`config.mk`:
```
export PLATFORM = sky130hd
export DESIGN_NAME = alu_with_status_flags_flat
export DESIGN_NICKNAME = d
export VERILOG_FILES = /design/src/rtl/alusf_pkg.sv /design/src/rtl/alusf_if.sv /design/src/rtl/alusf_core.sv /design/src/rtl/alu_with_status_flags.sv /design/src/flat_wrapper.sv
export SDC_FILE = /design/constraint.sdc
export NUM_CORES = 1
export LEC_CHECK = 0
export BUFFER_PORTS_ARGS = -buffer_cell sky130_fd_sc_hd__buf_2
export CAP_MARGIN = 40
export CELL_PAD_IN_SITES_DETAIL_PLACEMENT = 1
export CELL_PAD_IN_SITES_GLOBAL_PLACEMENT = 1
export CORE_MARGIN = 2
export CORE_UTILIZATION = 28
export CTS_CLUSTER_SIZE = 24
export DETAILED_ROUTE_END_ITERATION = 10
export MAX_ROUTING_LAYER = met4
export PLACE_DENSITY = 0.56
export SYNTH_ARGS = -nofsm -noshare
export SYNTH_HDL_FRONTEND = slang
export SYNTH_HIERARCHICAL = 1
export SYNTH_SLANG_ARGS = --single-unit
```
`constraint.sdc`:
```
create_clock -name clock -period 8.9 [get_ports clock]
set_input_delay 1.335 -clock clock [delete_from_list [all_inputs] [get_ports clock]]
set_output_delay 1.335 -clock clock [all_outputs]
set_load 0.02 [all_outputs]
```
`src/rtl/alusf_pkg.sv`:
```
// Shared types and constants for the ALU with status flags.
package alusf_pkg;

   localparam logic [15:0] WORD_SIGN = 16'h8000;
   localparam logic [15:0] BYTE_SIGN = 16'h0080;
   localparam logic [15:0] HIGH_MASK = 16'hFF00;
   localparam logic [15:0] LOW_MASK  = 16'h00FF;
   localparam logic [15:0] WORD_MASK = 16'hFFFF;
   localparam logic [4:0]  BCD_LIMIT = 5'd10;
   localparam logic [3:0]  BCD_MAX   = 4'd9;

   typedef enum logic [4:0] {
      CMD_RRC   = 5'd0,
      CMD_SWPB  = 5'd1,
      CMD_RRA   = 5'd2,
      CMD_SXT   = 5'd3,
      CMD_MOV   = 5'd4,
      CMD_ADD   = 5'd5,
      CMD_ADDC  = 5'd6,
      CMD_SUBC  = 5'd7,
      CMD_SUB   = 5'd8,
      CMD_CMP   = 5'd9,
      CMD_DADD  = 5'd10,
      CMD_BIT   = 5'd11,
      CMD_BIC   = 5'd12,
      CMD_BIS   = 5'd13,
      CMD_XOR   = 5'd14,
      CMD_AND   = 5'd15,
      CMD_LDFLG = 5'd16
   } cmd_type;

   // Bit 0 carry, bit 1 zero, bit 2 negative, bit 3 overflow.
   typedef struct packed {
      logic overflow;
      logic negative;
      logic zero;
      logic carry;
   } flags_type;

   typedef struct packed {
      logic [4:0]  cmd;
      logic [15:0] src_value;
      logic [15:0] dst_value;
      logic        byte_mode;
   } req_type;

   typedef struct packed {
      logic [15:0] result_value;
      logic        write_back;
      flags_type   flags_out;
      logic [7:0]  jump_conditions;
      logic        digit_error;
   } rsp_type;

endpackage

```
`src/rtl/alusf_if.sv`:
```
// Valid/ready channel interfaces for operation requests and results.
interface alusf_req_if;
   logic        valid;
   logic        ready;
   logic [4:0]  cmd;
   logic [15:0] src_value;
   logic [15:0] dst_value;
   logic        byte_mode;

   modport source (output valid, output cmd, output src_value, output dst_value,
                   output byte_mode, input ready);
   modport sink   (input valid, input cmd, input src_value, input dst_value,
                   input byte_mode, output ready);
endinterface

interface alusf_rsp_if;
   logic        valid;
   logic        ready;
   logic [15:0] result_value;
   logic        write_back;
   logic [3:0]  flags_out;
   logic [7:0]  jump_conditions;
   logic        digit_error;

   modport source (output valid, output result_value, output write_back,
                   output flags_out, output jump_conditions, output digit_error,
                   input ready);
   modport sink   (input valid, input result_value, input write_back,
                   input flags_out, input jump_conditions, input digit_error,
                   output ready);
endinterface

```
`src/rtl/alusf_core.sv`:
```
// Combinational datapath: result, write-back, new flags and jump conditions.
module alusf_core (
   input  alusf_pkg::req_type   op,
   input  alusf_pkg::flags_type flags_cur,
   output alusf_pkg::rsp_type   rsp,
   output alusf_pkg::flags_type flags_nxt
);

   logic [15:0] mask;
   logic [15:0] sign;
   logic [15:0] s;
   logic [15:0] d;
   logic        is_byte;
   logic        is_sub;
   logic        add_cin;
   logic [15:0] b_op;
   logic [16:0] full;
   logic [15:0] add_r;
   logic        add_c;
   logic        add_v;
   logic [4:0]  bcd_c;
   logic [4:0]  bcd_t;
   logic [15:0] bcd_raw;
   logic [15:0] bcd_r;
   logic        bcd_cout;
   logic        bcd_bad;
   logic [15:0] r;
   logic        wb;
   logic        derr;
   alusf_pkg::flags_type nf;
   alusf_pkg::cmd_type   cmd;

   assign cmd     = alusf_pkg::cmd_type'(op.cmd);
   assign is_byte = op.byte_mode;
   assign mask    = is_byte ? alusf_pkg::LOW_MASK : alusf_pkg::WORD_MASK;
   assign sign    = is_byte ? alusf_pkg::BYTE_SIGN : alusf_pkg::WORD_SIGN;
   assign s       = op.src_value & mask;
   assign d       = op.dst_value & mask;

   // shared adder for add, addc, sub, subc, cmp
   assign is_sub = (cmd == alusf_pkg::CMD_SUBC) || (cmd == alusf_pkg::CMD_SUB) ||
                   (cmd == alusf_pkg::CMD_CMP);
   assign add_cin = ((cmd == alusf_pkg::CMD_ADDC) || (cmd == alusf_pkg::CMD_SUBC)) ?
                    flags_cur.carry : ((cmd == alusf_pkg::CMD_SUB) ||
                                       (cmd == alusf_pkg::CMD_CMP));
   assign b_op  = is_sub ? (~s & mask) : s;
   assign full  = {1'b0, d} + {1'b0, b_op} + {16'b0, add_cin};
   assign add_r = full[15:0] & mask;
   assign add_c = is_byte ? full[8] : full[16];
   assign add_v = |(~(d ^ b_op) & (d ^ add_r) & sign);

   // packed BCD, one digit per step
   always_comb begin
      bcd_c    = '0;
      bcd_raw  = '0;
      bcd_bad  = 1'b0;
      bcd_t    = '0;
      bcd_c[0] = flags_cur.carry;
      for (int i = 0; i < 4; i++) begin
         if ((s[4*i +: 4] > alusf_pkg::BCD_MAX) || (d[4*i +: 4] > alusf_pkg::BCD_MAX)) begin
            bcd_bad = 1'b1;
         end
         bcd_t = {1'b0, s[4*i +: 4]} + {1'b0, d[4*i +: 4]} + {4'b0, bcd_c[i]};
         if (bcd_t >= alusf_pkg::BCD_LIMIT) begin
            bcd_t        = bcd_t - alusf_pkg::BCD_LIMIT;
            bcd_c[i + 1] = 1'b1;
         end else begin
            bcd_c[i + 1] = 1'b0;
         end
         bcd_raw[4*i +: 4] = bcd_t[3:0];
      end
   end

   assign bcd_r    = bcd_raw & mask;
   assign bcd_cout = is_byte ? bcd_c[2] : bcd_c[4];

   always_comb begin
      r    = '0;
      wb   = 1'b0;
      derr = 1'b0;
      nf   = flags_cur;
      case (cmd)
         alusf_pkg::CMD_RRC: begin
            r           = (d >> 1) | (flags_cur.carry ? sign : 16'h0000);
            nf.carry    = d[0];
            nf.zero     = (r == 16'h0000);
            nf.negative = |(r & sign);
            nf.overflow = 1'b0;
            wb          = 1'b1;
         end
         alusf_pkg::CMD_SWPB: begin
            r  = {op.dst_value[7:0], op.dst_value[15:8]};
            wb = 1'b1;
         end
         alusf_pkg::CMD_RRA: begin
            r           = (d >> 1) | (d & sign);
            nf.carry    = d[0];
            nf.zero     = (r == 16'h0000);
            nf.negative = |(r & sign);
            nf.overflow = 1'b0;
            wb          = 1'b1;
         end
         alusf_pkg::CMD_SXT: begin
            r           = {{8{op.dst_value[7]}}, op.dst_value[7:0]};
            nf.zero     = (r == 16'h0000);
            nf.negative = r[15];
            nf.carry    = (r != 16'h0000);
            nf.overflow = 1'b0;
            wb          = 1'b1;
         end
         alusf_pkg::CMD_MOV: begin
            r  = s;
            wb = 1'b1;
         end
         alusf_pkg::CMD_ADD, alusf_pkg::CMD_ADDC, alusf_pkg::CMD_SUBC,
         alusf_pkg::CMD_SUB, alusf_pkg::CMD_CMP: begin
            r           = add_r;
            nf.carry    = add_c;
            nf.zero     = (add_r == 16'h0000);
            nf.negative = |(add_r & sign);
            nf.overflow = add_v;
            wb          = (cmd != alusf_pkg::CMD_CMP);
         end
         alusf_pkg::CMD_DADD: begin
            if (bcd_bad) begin
               derr = 1'b1;
            end else begin
               r           = bcd_r;
               nf.carry    = bcd_cout;
               nf.zero     = (bcd_r == 16'h0000);
               nf.negative = |(bcd_r & sign);
               nf.overflow = 1'b0;
               wb          = 1'b1;
            end
         end
         alusf_pkg::CMD_BIT, alusf_pkg::CMD_AND: begin
            r           = s & d;
            nf.zero     = (r == 16'h0000);
            nf.negative = |(r & sign);
            nf.carry    = (r != 16'h0000);
            nf.overflow = 1'b0;
            wb          = (cmd == alusf_pkg::CMD_AND);
         end
         alusf_pkg::CMD_BIC: begin
            r  = d & ~s & mask;
            wb = 1'b1;
         end
         alusf_pkg::CMD_BIS: begin
            r  = s | d;
            wb = 1'b1;
         end
         alusf_pkg::CMD_XOR: begin
            r           = s ^ d;
            nf.zero     = (r == 16'h0000);
            nf.negative = |(r & sign);
            nf.carry    = (r != 16'h0000);
            nf.overflow = (|(s & sign)) && (|(d & sign));
            wb          = 1'b1;
         end
         alusf_pkg::CMD_LDFLG: begin
            nf = alusf_pkg::flags_type'(op.src_value[3:0]);
         end
         default: begin
            r = '0;
         end
      endcase
   end

   assign flags_nxt            = nf;
   assign rsp.result_value     = r;
   assign rsp.write_back       = wb;
   assign rsp.flags_out        = nf;
   assign rsp.digit_error      = derr;
   assign rsp.jump_conditions  = {1'b1,
                                  nf.negative != nf.overflow,
                                  nf.negative == nf.overflow,
                                  nf.negative,
                                  nf.carry,
                                  ~nf.carry,
                                  nf.zero,
                                  ~nf.zero};

endmodule

```
`src/rtl/alu_with_status_flags.sv`:
```
// 16-bit ALU top with kept status flags; one op per cycle unless stalled.
//
// Usage:
//   req_bus carries one operation per transaction: cmd, src_value,
//   dst_value and byte_mode. rsp_bus returns one transaction per operation
//   with result_value, write_back, flags_out, jump_conditions and
//   digit_error, in the order the operations were taken.
//   Each transaction passes through two register stages: the operand
//   register, then the result register. Throughput: one transaction per
//   cycle unless rsp_bus stalls. The carry, zero, negative and overflow
//   flags live in one register that the datapath reads and updates as
//   each operation moves from the operand register into the result
//   register, so consecutive operations chain through the flags.
//   Reset (synchronous, active high) empties both stages and clears all
//   four flags.
//   When rsp_bus stalls, the result register holds; the operand register
//   can still take one more transaction, then req_bus.ready drops until
//   the result is taken.
module alu_with_status_flags (
   input  logic             clock,
   input  logic             reset,
   alusf_req_if.sink        req_bus,
   alusf_rsp_if.source      rsp_bus
);

   logic                 op_valid_ff;
   alusf_pkg::req_type   op_ff;
   logic                 out_valid_ff;
   alusf_pkg::rsp_type   out_ff;
   alusf_pkg::flags_type flags_ff;

   logic                 op_valid_in;
   logic                 out_valid_in;
   alusf_pkg::rsp_type   core_rsp;
   alusf_pkg::flags_type flags_in;
   logic                 op_advance;
   logic                 req_take;
   alusf_pkg::req_type   req_data;

   alusf_core u_core (
      .op        (op_ff),
      .flags_cur (flags_ff),
      .rsp       (core_rsp),
      .flags_nxt (flags_in)
   );

   assign op_advance     = op_valid_ff && (!out_valid_ff || rsp_bus.ready);
   assign req_bus.ready  = !op_valid_ff || op_advance;
   assign req_take       = req_bus.valid && req_bus.ready;
   assign op_valid_in    = req_take || (op_valid_ff && !op_advance);
   assign out_valid_in   = op_advance || (out_valid_ff && !rsp_bus.ready);

   assign req_data.cmd       = req_bus.cmd;
   assign req_data.src_value = req_bus.src_value;
   assign req_data.dst_value = req_bus.dst_value;
   assign req_data.byte_mode = req_bus.byte_mode;

   always_ff @(posedge clock) begin
      if (reset) begin
         op_valid_ff  <= 1'b0;
         out_valid_ff <= 1'b0;
         flags_ff     <= '0;
      end else begin
         op_valid_ff  <= op_valid_in;
         out_valid_ff <= out_valid_in;
         if (op_advance) begin
            flags_ff <= flags_in;
         end
      end
   end

   always_ff @(posedge clock) begin
      if (req_take) begin
         op_ff <= req_data;
      end
      if (op_advance) begin
         out_ff <= core_rsp;
      end
   end

   assign rsp_bus.valid           = out_valid_ff;
   assign rsp_bus.result_value    = out_ff.result_value;
   assign rsp_bus.write_back      = out_ff.write_back;
   assign rsp_bus.flags_out       = out_ff.flags_out;
   assign rsp_bus.jump_conditions = out_ff.jump_conditions;
   assign rsp_bus.digit_error     = out_ff.digit_error;

   // flags move only with an operation
   a_flags_hold: assert property (@(posedge clock) disable iff (reset)
      !op_advance |=> $stable(flags_ff))
      else $error("flags changed without an operation");

   // reported flags match the kept flags
   a_flags_match: assert property (@(posedge clock) disable iff (reset)
      op_advance |=> (rsp_bus.flags_out == flags_ff))
      else $error("reported flags differ from kept flags");

   // a rejected decimal add writes nothing
   a_digit_error: assert property (@(posedge clock) disable iff (reset)
      (out_valid_ff && out_ff.digit_error) |-> (!out_ff.write_back &&
                                                out_ff.result_value == 16'h0000))
      else $error("digit error with write-back");

   // result register never overwritten while stalled
   a_no_overrun: assert property (@(posedge clock) disable iff (reset)
      (out_valid_ff && !rsp_bus.ready) |-> !op_advance)
      else $error("result overwritten while stalled");

endmodule
```
`src/flat_wrapper.sv`:
```
// flat-port wrapper written by rule: the top's interface ports become plain ports
module alu_with_status_flags_flat 
  (clock, reset, req_bus_valid, req_bus_cmd, req_bus_src_value, req_bus_dst_value, req_bus_byte_mode, req_bus_ready, rsp_bus_valid, rsp_bus_result_value, rsp_bus_write_back, rsp_bus_flags_out, rsp_bus_jump_conditions, rsp_bus_digit_error, rsp_bus_ready);
  alusf_req_if req_bus_i ();
  alusf_rsp_if rsp_bus_i ();
  input  logic clock;
  input  logic reset;
  input wire logic [$bits(req_bus_i.valid)-1:0] req_bus_valid;
  input wire logic [$bits(req_bus_i.cmd)-1:0] req_bus_cmd;
  input wire logic [$bits(req_bus_i.src_value)-1:0] req_bus_src_value;
  input wire logic [$bits(req_bus_i.dst_value)-1:0] req_bus_dst_value;
  input wire logic [$bits(req_bus_i.byte_mode)-1:0] req_bus_byte_mode;
  output wire logic [$bits(req_bus_i.ready)-1:0] req_bus_ready;
  output wire logic [$bits(rsp_bus_i.valid)-1:0] rsp_bus_valid;
  output wire logic [$bits(rsp_bus_i.result_value)-1:0] rsp_bus_result_value;
  output wire logic [$bits(rsp_bus_i.write_back)-1:0] rsp_bus_write_back;
  output wire logic [$bits(rsp_bus_i.flags_out)-1:0] rsp_bus_flags_out;
  output wire logic [$bits(rsp_bus_i.jump_conditions)-1:0] rsp_bus_jump_conditions;
  output wire logic [$bits(rsp_bus_i.digit_error)-1:0] rsp_bus_digit_error;
  input wire logic [$bits(rsp_bus_i.ready)-1:0] rsp_bus_ready;
  assign req_bus_i.valid = req_bus_valid;
  assign req_bus_i.cmd = req_bus_cmd;
  assign req_bus_i.src_value = req_bus_src_value;
  assign req_bus_i.dst_value = req_bus_dst_value;
  assign req_bus_i.byte_mode = req_bus_byte_mode;
  assign req_bus_ready = req_bus_i.ready;
  assign rsp_bus_valid = rsp_bus_i.valid;
  assign rsp_bus_result_value = rsp_bus_i.result_value;
  assign rsp_bus_write_back = rsp_bus_i.write_back;
  assign rsp_bus_flags_out = rsp_bus_i.flags_out;
  assign rsp_bus_jump_conditions = rsp_bus_i.jump_conditions;
  assign rsp_bus_digit_error = rsp_bus_i.digit_error;
  assign rsp_bus_i.ready = rsp_bus_ready;
  alu_with_status_flags u_core (.clock(clock), .reset(reset), .req_bus(req_bus_i), .rsp_bus(rsp_bus_i));
endmodule
```
== After elaboration in Yosys (flattened, before gate mapping) ==
Index checks and enable logic that the tools add are counted.
Storage, ports and cells
  bits in registers: 73
Cells by class
  reduce and logical (&&, ||, !) cells: 44
  bitwise operators: 28
  equal/unequal tests: 19
  muxes and demuxes: 26
  $add $sub $neg: 14
  order comparisons: 12
Operator list (number)
  $and 16x16->16: 18
  $pmux 16 s11: 1
  $reduce_or 16->1: 9
  $logic_not 16->1: 7
  $mux 16: 5
  $reduce_bool 16->1: 3
  $xor 16x16->16: 3
  $eq 5x4->1 const B: 8
  $gt 4x4->1 const B: 8
  $not 16->16: 2
  $or 15x16->16: 2
  $pmux 4 s8: 1
  $add 4x4->5: 4
  $add 5x1->5: 4
  $eq 5x3->1 const B: 4
  $ge 5x4->1 const B: 4
  $mux 4: 5
  $add 16x16->17: 1
  $add 17x1->17: 1
  $or 16x16->16: 1
  $sub 4x4->4 const B: 4
  $mux 1: 13
  $logic_or 1x1->1: 12
  $eq 5x2->1 const B: 2
  other kinds (13): 21

== Logic depth before layout (Yosys ltp) ==
Gate-level depths: netlist of the first run.
  word-level depth: 21
  depth in mapped cells: 41

== Cells and area by module ==
Netlist of the first run, hierarchy kept.
Modules (own cells, without submodules)
  alusf_core: sequential area each 0.0 sq um, instances 1, cells an instance 611, area each 4352.9 sq um
  alu_with_status_flags: sequential area each 2162.1 sq um, instances 1, cells an instance 96, area each 2314.7 sq um

== Least setup slack after synthesis of the first run ==
No wires, ideal clock.
  path kind: register to register
  start point: register u_core/op_ff[1] (netlist bit)
  end point: register u_core.out_ff (netlist bit u_core/rsp_bus.flags_out[0]) (data pin)
  period minus slack after synthesis: 9.025 ns
  data required time: 8.649 ns
  setup slack: -0.125 ns
  stages on the path, launching flop included: 41
  data arrival time: 8.774 ns
  buffers on the path: 1
  path through: edfxtp_1 > inv_1 > fa_1 > fa_1 > xor2_1 > ha_1 > inv_1 > a31o_2 > o21ai_0 > a211oi_2 > fa_1 > inv_1 > fa_1 > xor2_1 > ha_1 > inv_1 > a21oi_1 > o21ba_2 > [... 5 more ...] > inv_1 > a31oi_1 > o31ai_1 > a211oi_1 > inv_1 > fa_1 > inv_1 > fa_1 > xor2_1 > ha_1 > a21boi_0 > nor2b_1 > o32ai_1 > o221ai_1 > a31oi_1 > and2b_1 > o22ai_1 > buf_4
RTL lines
  start: declaration: line alu_with_status_flags.sv:27  | alusf_pkg::req_type op_ff;
  start signal: assignment: line alu_with_status_flags.sv:74  | op_ff <= req_data;
  end signal: assignment: line alu_with_status_flags.sv:77  | out_ff <= core_rsp;
  end: declaration: line alu_with_status_flags.sv:29  | alusf_pkg::rsp_type out_ff;

==> metrics.txt, run 1 <==
WS Path Type flop to flop; global-route wire length before repair approximately 41000 um; Startpoint Class flop; antenna violations before repair 0; n_diodes 0; Hold Crit Class flop to flop; WL final 27600 um; Reg clk slew, reported paths 70 ps; Worst path slowest cell fa_2; pin slew with the least headroom to its limit ~900 ps; CTS tree built; count of hold-fix buffers inserted at cts 0; Static Leak 3.21 nW; GRT overflow 0; Worst Setup End Kind flop; layout cell share with drive strength beyond 1 22.4%; largest net degree at the start of global routing 39; clk sinks 74; Final Net Count around 900; Placed Area 7440 um2; worst r2r src u_core/flags_ff[0]$_SDFFE_PP0P_; H-Tree Depth 3; hold path start u_core/flags_ff[3]$_SDFFE_PP0P_; gp weighted congestion 0.978; Post-synth EDFFs 68; R2R depth 41; die width ~160 um; cells after synthesis 707; DIE AREA 25100 um2; NetSw 0.455 mW; final setup skew 14.2 ps; status completed; Synth area leader edfxtp_1; row count 56; Clock Latency Late Sink 360 ps; register area share after synthesis 32.4%; Mean Syn Cell Area 9.43 um2; via count 6263; Total Routing Usage GR 23.1%; Worst Path Arrival 8910 ps; Max VDD drop 0.0687 mV; CP Max Fanout 4; Placeable Area between 20000 and 25000 um2; Initial Utilization between 20% and 30%; most frequent cell after synthesis edfxtp_1; Switching Fraction 35.4%; # IOs 74; CP dominant cell by count fa_2; setup TNS 0 ps; warnings from Yosys 6; root buffer cell clkbuf_16; die height 158 um; synthesis-to-layout area growth 19.3%; worst hold endpoint u_core/flags_ff[3]$_SDFFE_PP0P_; Synth Flop Type edfxtp_1; share of total power in combinational logic 34.5%; Setup Viol. Count Final 0; CP peak stage delay 440 ps; Max-Cap Viols 0; Starting DRT DRC Count 562; synth top area cells edfxtp_1 31%, ha_1 13%, xnor2_1 4.1%; unique cell type count in the Yosys netlist 80; vias per cell approximately 5.6; fin area 7960 um2; Longest Clk Path Bufs 2; final max-slew violation count 0; final hold violation count 0; number of port buffers 73; Flop pwr share 33.2%; CTS Buf Count 9; Clock Power Share 32.3%; Remaining DRCs 0; Hold Crit Depth 2; Int Pwr between 0.8 and 0.9 mW; min cycle time layout approximately 8600 ps; Routed Antenna Nets 0; Cell Area, Synth 6670 um2; fin crit share a little over nine tenths; Worst Path Required 9180 ps; post-synth net total 826; DPL Wire Length 21200 um; Pre-antenna DRT Iters 5; Worst R2R Setup Slack between 200 and 300 ps; vias in the first global route 6619; RR Endpoint u_core/flags_ff[1]$_SDFFE_PP0P_; Slew HR between 30% and 40%; wire per inst 24.8 um; power density over cell area 161 nW/um2; Seq cells post-synth 74; Synth async-reset ratio 0%; fmax 116 MHz; most instantiated cells after synthesis 68 x edfxtp_1, 67 x ha_1, 56 x inv_1, 50 x nor2_1, 43 x nand2_1; Synth top area share 30.6%
==> layout by cell type (no fill, tap or decap), types with 5 or more instances in the layout <==
cell       netlist  routed
xor2_1          10       6
buf_2            1      74
nor2_1          50      48
a221oi_1        17      17
nand3_1         14      14
nor4_1          11      10
nand4_1          7       7
dfxtp_1          6       5
a22oi_1         17      17
a211oi_1         6       5
o21ai_0         32      32
nor2b_1          6       6
a21o_1           6       6
ha_1            67      63
nand2_1         43      43
mux2i_1          9       9
clkbuf_16        0       9
inv_1           56      52
a221o_1          7       7
nand2b_1        18      18
o211ai_1        11      11
buf_4           11      34
o2111ai_1        7       7
a31oi_1         11       9
nor3_1           8       8
edfxtp_1        68      68
and3_1           7       7
xnor2_1         31      30
a21oi_1         32      31
o22ai_1          6       5
fa_2             0       8
==> routing by layer <==
| layer | global-route usage, % | routed length (um) | up-vias |
|---|---|---|---|
| li1 | - | - | 2799 |
| met1 | 29.8 | 11900 | 3137 |
| met2 | 36.4 | 13000 | 269 |
| met3 | 3.67 | 1660 | 58 |
| met4 | 9.22 | 1040 | 0 |
| met5 | - | 0 | - |
==> power groups by stage <==
stage,clock (mW),combinational [mW],sequential (mW)
global placement,0,0.383,0.433
finish,0.414,0.443,0.427
CTS,0.426,0.410,0.427
detailed placement,0,0.399,0.434
global route,0.436,0.474,0.429
floorplan,0,0.253,0.437
==> worst max-delay path: cells and delay by family (launching register included) <==
family	cells	cell delay, ps
and+or+nand+nor	3	260
muxes	2	450
AOI/OAI and AO/OA	13	2430
DFF	1	340
buffers and inverters	7	550
adders and majority gates	12	3840
xor gates and xnor gates	4	710
==> repair_timing <==
item / in CTS / in global routing
resized for setup: 9 / 22
endpoints found under the setup margin: 13 / 15
pin swaps: 5 / 14
setup buffers: 2 / 8
==> kinds of logic (layout without fill, tap and decap cells) <==
logic type | after synthesis | in the layout | share of synthesized area, %
xor gates and xnor gates | 41 | 41 | 5.39
and+or+nand+nor | 196 | 196 | 15.2
adders and majority gates | 77 | 77 | 15.6
buffers and inverters | 99 | 182 | 6.81
muxes | 11 | 11 | 1.69
DFF | 74 | 74 | 32.4
AOI/OAI and AO/OA | 208 | 208 | 22.9
other | 1 | 1 | 0.0562
==> state kept, by name, indices dropped and copies added (netlist names) <==
register,cells
u_core/rsp_bus.valid,1
u_core/flags_ff,4
u_core/rsp_bus.result_value,16
u_core/rsp_bus.flags_out,4
u_core/rsp_bus.jump_conditions,8
u_core/op_ff,38
u_core/rsp_bus.write_back,1
u_core/rsp_bus.digit_error,1
u_core/op_valid_ff,1
==> per-stage QoR <==
stage               power [mW]  util, %  hold WS (ps)  std cells  setup WS (ps)
floorplan                0.690        -           449        707           15.7
global placement         0.817     31.6           478       1079            130
detailed placement       0.833     31.8           502       1083           -429
CTS                       1.26     33.4           513       1101           28.0
global route              1.34     34.0           539       1109           -131
finish                    1.28     34.0           509       1109            272
==> final cells by class <==
class,count,area (um2)
Clock inverter,7,98.8
Sequential cell,74,2160
Tap cell,319,399
Clock buffer,9,225
Inverter,56,210
Timing Repair Buffer,110,656
Fill cell,2724,15400
Multi-Input combinational cell,534,4200
==> worst max-delay path by stage <==
stage                                                end  slack (ps)                            start  cells after the start
5_1_grt                  u_core/flags_ff[1]$_SDFFE_PP0P_        -130  u_core/flags_ff[0]$_SDFFE_PP0P_                     40
6_report                 u_core/flags_ff[1]$_SDFFE_PP0P_         270  u_core/flags_ff[0]$_SDFFE_PP0P_                     41
4_1_cts        u_core/rsp_bus.result_value[13]$_DFFE_PP_          30       u_core/op_ff[17]$_DFFE_PP_                     37
3_5_place_dp             u_core/flags_ff[1]$_SDFFE_PP0P_        -430       u_core/op_ff[17]$_DFFE_PP_                     41
2_1_floorplan      u_core/rsp_bus.flags_out[0]$_DFFE_PP_          20        u_core/op_ff[1]$_DFFE_PP_                     39
3_3_place_gp             u_core/flags_ff[1]$_SDFFE_PP0P_         130       u_core/op_ff[17]$_DFFE_PP_                     40
No activity file was read; power rests on OpenSTA's default activity.
==> run 2: changes to the inputs <==
Settings changed: CORE_ASPECT_RATIO from default to 0.7.
==> run 2 against run 1 <==
  * Non-clock buffer count up 3
  * Total power fell by 0.85%
  * Sequential power is essentially flat
  * Utilization about the same
  * First-iteration DRC count rose by 1.4%
  * Count of clock-buffer cells in the layout stayed put
  * Wire length increased by 2.2%
  * Die area about the same
  * Critical path type unchanged
  * Critical endpoint is now u_core/flags_ff[0]$_SDFFE_PP0P_
==> metrics.txt, run 2 (synthesized netlist as in run 1, its figures left out) <==
status completed; Max VDD drop 0.127 mV; Placeable Area 23500 um2; fillers 2732; Clock Latency Late Sink 360 ps; Hold Crit Depth 2; Max-Cap Viols 0; Flop pwr share 33.5%; Critical path buffers and inverters 8; root buffer cell clkbuf_16; fmax between 100 and 150 MHz; Pre-antenna DRT Iters 5; RR Endpoint u_core/flags_ff[0]$_SDFFE_PP0P_; Tot Pwr between 1 and 1.5 mW; clk sinks 74; R2R depth between 40 and 50; CTS Buf Count 9; global-route wire length before repair 41300 um; Initial Utilization 28.3%; layout cell share with drive strength beyond 1 a little under a quarter; pin slew with the least headroom to its limit between 900 and 1000 ps; Placed Cells incl. Taps 1083; vias per cell 5.62; min cycle time layout between 8000 and 9000 ps; NetSw 0.465 mW; hold path start u_core/flags_ff[2]$_SDFFE_PP0P_; CP delay by family, top adder cells; number of port buffers 73; GRT overflow 0; Worst Path Arrival 8900 ps; Worst path slowest cell fa_2; Reg clk slew, reported paths 60 ps; most frequent cells in the layout 74 x buf_2, 68 x edfxtp_1, 63 x ha_1; Final Net Count 907; vias in the first global route 6290; commonest non-fill, non-tap cell in the layout buf_2; CP Max Fanout 3; Startpoint Class flop; Total Routing Usage GR 23.2%; Worst Path Required 9130 ps; largest reg by FF count u_core/op_ff; CTS tree built; wire per inst 25.4 um; Hold Crit Class flop to flop; die width around 190 um; largest net degree at the start of global routing 39; Multi-input gate area 4250 um2; CP dominant cell by count fa_2; WL final 28200 um; final setup skew 7.69 ps; gp weighted congestion 0.983; H-Tree Depth 3; # IOs 74; Starting DRT DRC Count 570; setup TNS 0 ps; worst r2r src u_core/op_ff[1]$_DFFE_PP_; fin area 8010 um2; Longest Clk Path Bufs 2; Clock Power Share a little under a third; antenna violations before repair 0; die height 133 um; register area 2160 um2; DPL Wire Length 21800 um; Int Pwr 0.808 mW; Static Leak 3.21 nW; Placed Area 7460 um2; synthesis-to-layout area growth 20.1%; Worst R2R Setup Slack around 230 ps; row count 47; final max-slew violation count 0; Routed Antenna Nets 0; via count 6247; CP peak stage delay 440 ps; n_diodes 0; power density over cell area approximately 160 nW/um2; fin crit share 97.4%; worst hold endpoint u_core/flags_ff[2]$_SDFFE_PP0P_; max FFs per register 38; Remaining DRCs 0; Slew HR around 37%; fin cells approximately 1.1k; Setup Viol. Count Final 0; final hold violation count 0; DIE AREA 25100 um2; WS Path Type flop to flop; Switching Fraction 36.5%; share of total power in combinational logic 36.4%; Worst Setup End Kind flop
run 2: worst max path at each step:
stage,start,end,cells past startpoint
5_1_grt,u_core/op_ff[1]$_DFFE_PP_,u_core/flags_ff[0]$_SDFFE_PP0P_,42
3_5_place_dp,u_core/op_ff[1]$_DFFE_PP_,u_core/flags_ff[1]$_SDFFE_PP0P_,40
2_1_floorplan,u_core/op_ff[1]$_DFFE_PP_,u_core/rsp_bus.flags_out[0]$_DFFE_PP_,39
6_report,u_core/op_ff[1]$_DFFE_PP_,u_core/flags_ff[0]$_SDFFE_PP0P_,42
4_1_cts,u_core/op_ff[1]$_DFFE_PP_,u_core/flags_ff[1]$_SDFFE_PP0P_,40
3_3_place_gp,u_core/op_ff[1]$_DFFE_PP_,u_core/flags_ff[1]$_SDFFE_PP0P_,40
run 2: routing by layer:
| layer | vias up | part of all wire, % | global-route usage [%] |
|---|---|---|---|
| li1 | 2817 | - | - |
| met1 | 3114 | 49 | 33.7 |
| met2 | 291 | 42 | 32.9 |
| met3 | 25 | 7.9 | 4.90 |
| met4 | 0 | 1.5 | 5.12 |
| met5 | - | 0 | - |
run 2: power groups by stage:
stage	logic, mW	clock network [mW]	registers, mW
after floorplan	0.253	0	0.437
after global placement	0.389	0	0.433
after detailed placement	0.402	0	0.433
after CTS	0.410	0.398	0.426
after global routing	0.494	0.410	0.428
final	0.463	0.383	0.426
run 2: final cells by class:
class	count	share of cell area, %
multi-input combinational	534	53.1
sequential	74	27.0
timing repair buffer	113	8.52
tap	318	4.97
clock buffer	9	2.81
inverter	56	2.63
clock inverter	7	0.969
run 2: per-stage QoR:
| stage | util, % | hold WS [ps] | setup slack, ps |
|---|---|---|---|
| after floorplan | - | 449 | 15.7 |
| after global placement | 31.5 | 470 | 89.0 |
| after detailed placement | 31.7 | 470 | -299 |
| after CTS | 33.2 | 487 | 37.8 |
| after global routing | 34.0 | 512 | -113 |
| final | 34.0 | 486 | 232 |
run 2: worst register-to-register path: cells and delay by family (launching register included):
kind | cells | cell delay [ps]
multiplexers | 1 | 80
AND/OR/NAND/NOR | 3 | 390
buffers and inverters | 8 | 700
AO/OA/AOI/OAI | 14 | 2490
XOR/XNOR | 4 | 740
flip-flops | 1 | 370
adder cells (fa/ha/maj) | 12 | 3780
run 2: repair_timing:
action                                  4_1_cts  5_1_grt
gates resized for setup                       6       34
buffers inserted                              1       10
endpoints found under the setup margin       12       16
hold buffers                                  0        0
pin swaps                                     1       16
==> run 3: changes to the inputs <==
Settings changed: CELL_PAD_IN_SITES_DETAIL_PLACEMENT 1 to 0, PLACE_DENSITY 0.56 to default, PLACE_DENSITY_LB_ADDON from default to 0.1.
==> run 3 against run 2 <==
  * Utilization rose by 0.14 points
  * Non-clock buffer count rose by 1
  * Final cell count about the same
  * Sequential power hardly changed
  * Count of clock-buffer cells in the layout unchanged
  * Via count fell by 0.11%
  * Global-route usage down 0.47 points
  * Largest power group unchanged
  * Highest routed layer unchanged
==> metrics.txt, run 3 (synthesized netlist as in run 1, its figures left out) <==
number of port buffers 73; Starting DRT DRC Count 595; commonest non-fill, non-tap cell in the layout buf_2; power density over cell area 165 nW/um2; root buffer cell clkbuf_16; R2R depth just over 40; largest reg by FF count u_core/op_ff; fmax 117 MHz; status completed; Worst Setup End Kind flop; fin crit share a little over nine tenths; most frequent cells in the layout 74 x buf_2, 68 x edfxtp_1, 63 x ha_1; min cycle time layout roughly 8600 ps; DPL Wire Length between 20000 and 25000 um; Pre-antenna DRT Iters 6; Max VDD drop 0.0935 mV; final setup skew 10.6 ps; Slew HR 33.1%; GRT overflow 0; H-Tree Depth 3; antenna violations before repair 0; vias in the first global route 6071; CP peak stage delay approximately 440 ps; layout cell share with drive strength beyond 1 23.6%; Hold Crit Class flop to flop; DIE AREA 25100 um2; Setup Viol. Count Final 0; Hold Crit Depth 2; final hold violation count 0; CTS Buf Count 9; WS Path Type flop to flop; Longest Clk Path Bufs 2; vias per cell 5.61; Routed Antenna Nets 0; Initial Utilization 28.3%; die height 133 um; Static Leak 3.23 nW; clk sinks 74; max FFs per register 38; n_diodes 0; synthesis-to-layout area growth 20.5%; worst r2r src u_core/op_ff[17]$_DFFE_PP_; CP dominant cell by count fa_2; global-route wire length before repair 40200 um; die width 188 um; Clock Latency Late Sink roughly 360 ps; worst hold endpoint u_core/flags_ff[3]$_SDFFE_PP0P_; CTS tree built; largest net degree at the start of global routing 39; RR Endpoint u_core/flags_ff[1]$_SDFFE_PP0P_; pin slew with the least headroom to its limit 996 ps; hold path start u_core/flags_ff[3]$_SDFFE_PP0P_; Placeable Area 23500 um2; Final Net Count 908; via count between 6k and 7k; gp weighted congestion 0.933; Worst R2R Setup Slack 320 ps; Max-Cap Viols 0; row count 47; CP Max Fanout 4; Worst Path Required ~9200 ps; final max-slew violation count 0; Worst path slowest cell fa_2; WL final roughly 28000 um; Placed Cells incl. Taps between 1k and 1.5k; Worst Path Arrival 8860 ps; Total Routing Usage GR 22.8%; final hold slack between 400 and 500 ps; # IOs 74; fin cells 1112; Remaining DRCs 0; wire per inst 24.9 um; Startpoint Class flop; Reg clk slew, reported paths 60 ps
[run 3: changes by cell type in the layout (fill, tap and decap cells not counted), sizes merged]
cell | before | now
clkinvlp | 3 | 1
buf | 113 | 114
bufinv | 1 | 3
[run 3: worst max-delay path: cells and delay by family, from the launching register on]
| family | cells | cell delay [ps] |
|---|---|---|
| compound gates | 13 | 2330 |
| xor+xnor | 4 | 730 |
| fa+ha+maj | 12 | 3880 |
| buf+inv | 7 | 470 |
| flops | 1 | 360 |
| mux | 2 | 440 |
| simple gates | 3 | 270 |
[run 3: worst max path at each step]
stage / startpoint / endpoint / slack, ps / cells past startpoint
after global placement: u_core/op_ff[17]$_DFFE_PP_ / u_core/flags_ff[1]$_SDFFE_PP0P_ / 200 / 40
final: u_core/op_ff[17]$_DFFE_PP_ / u_core/flags_ff[1]$_SDFFE_PP0P_ / 320 / 41
after CTS: u_core/op_ff[17]$_DFFE_PP_ / u_core/flags_ff[1]$_SDFFE_PP0P_ / 20 / 40
after floorplan: u_core/op_ff[1]$_DFFE_PP_ / u_core/rsp_bus.flags_out[0]$_DFFE_PP_ / 20 / 39
after detailed placement: u_core/op_ff[17]$_DFFE_PP_ / u_core/flags_ff[1]$_SDFFE_PP0P_ / -70 / 41
after global routing: u_core/op_ff[17]$_DFFE_PP_ / u_core/flags_ff[1]$_SDFFE_PP0P_ / -40 / 41
[run 3: timing repair]
action / in CTS / in global routing
buffers inserted: 1 / 9
hold buffers: 0 / 0
pin swaps: 3 / 20
setup endpoints to repair: 9 / 16
resized for setup: 4 / 35
[run 3: report_power, final]
part           switching, mW  internal [mW]
Clock                  0.166          0.277
Combinational          0.272          0.183
Sequential            0.0206          0.405
Total                  0.459          0.865
[run 3: layer usage]
layer	vias up	part of all wire (%)	global-route usage, %	wire length (um)
met3	31	8.1	5.87	2230
met2	288	41	30.7	11300
met1	3110	49	33.0	13500
li1	2811	-	-	-
met5	-	0	-	0
met4	0	2.1	6.68	593
[run 3: metrics by stage]
stage / area (um2) / utilization, % / worst slack [ps] / power [mW] / TNS [ps]
after floorplan: 6680 / - / 15.7 / 0.690 / 0
after global placement: 7450 / 31.7 / 201 / 0.830 / 0
after detailed placement: 7460 / 31.7 / -71.9 / 0.834 / -116
after CTS: 7840 / 33.3 / 17.7 / 1.29 / 0
after global routing: 8040 / 34.2 / -41.4 / 1.39 / -68.7
final: 8040 / 34.2 / 324 / 1.32 / 0
[run 3: area by class of cell]
type	instances	area, um2
multi-input combinational	534	4240
clock inverter	7	124
clock buffer	9	225
timing repair buffer	114	674
inverter	56	210
fill	2437	15500
tap	318	398
sequential	74	2160
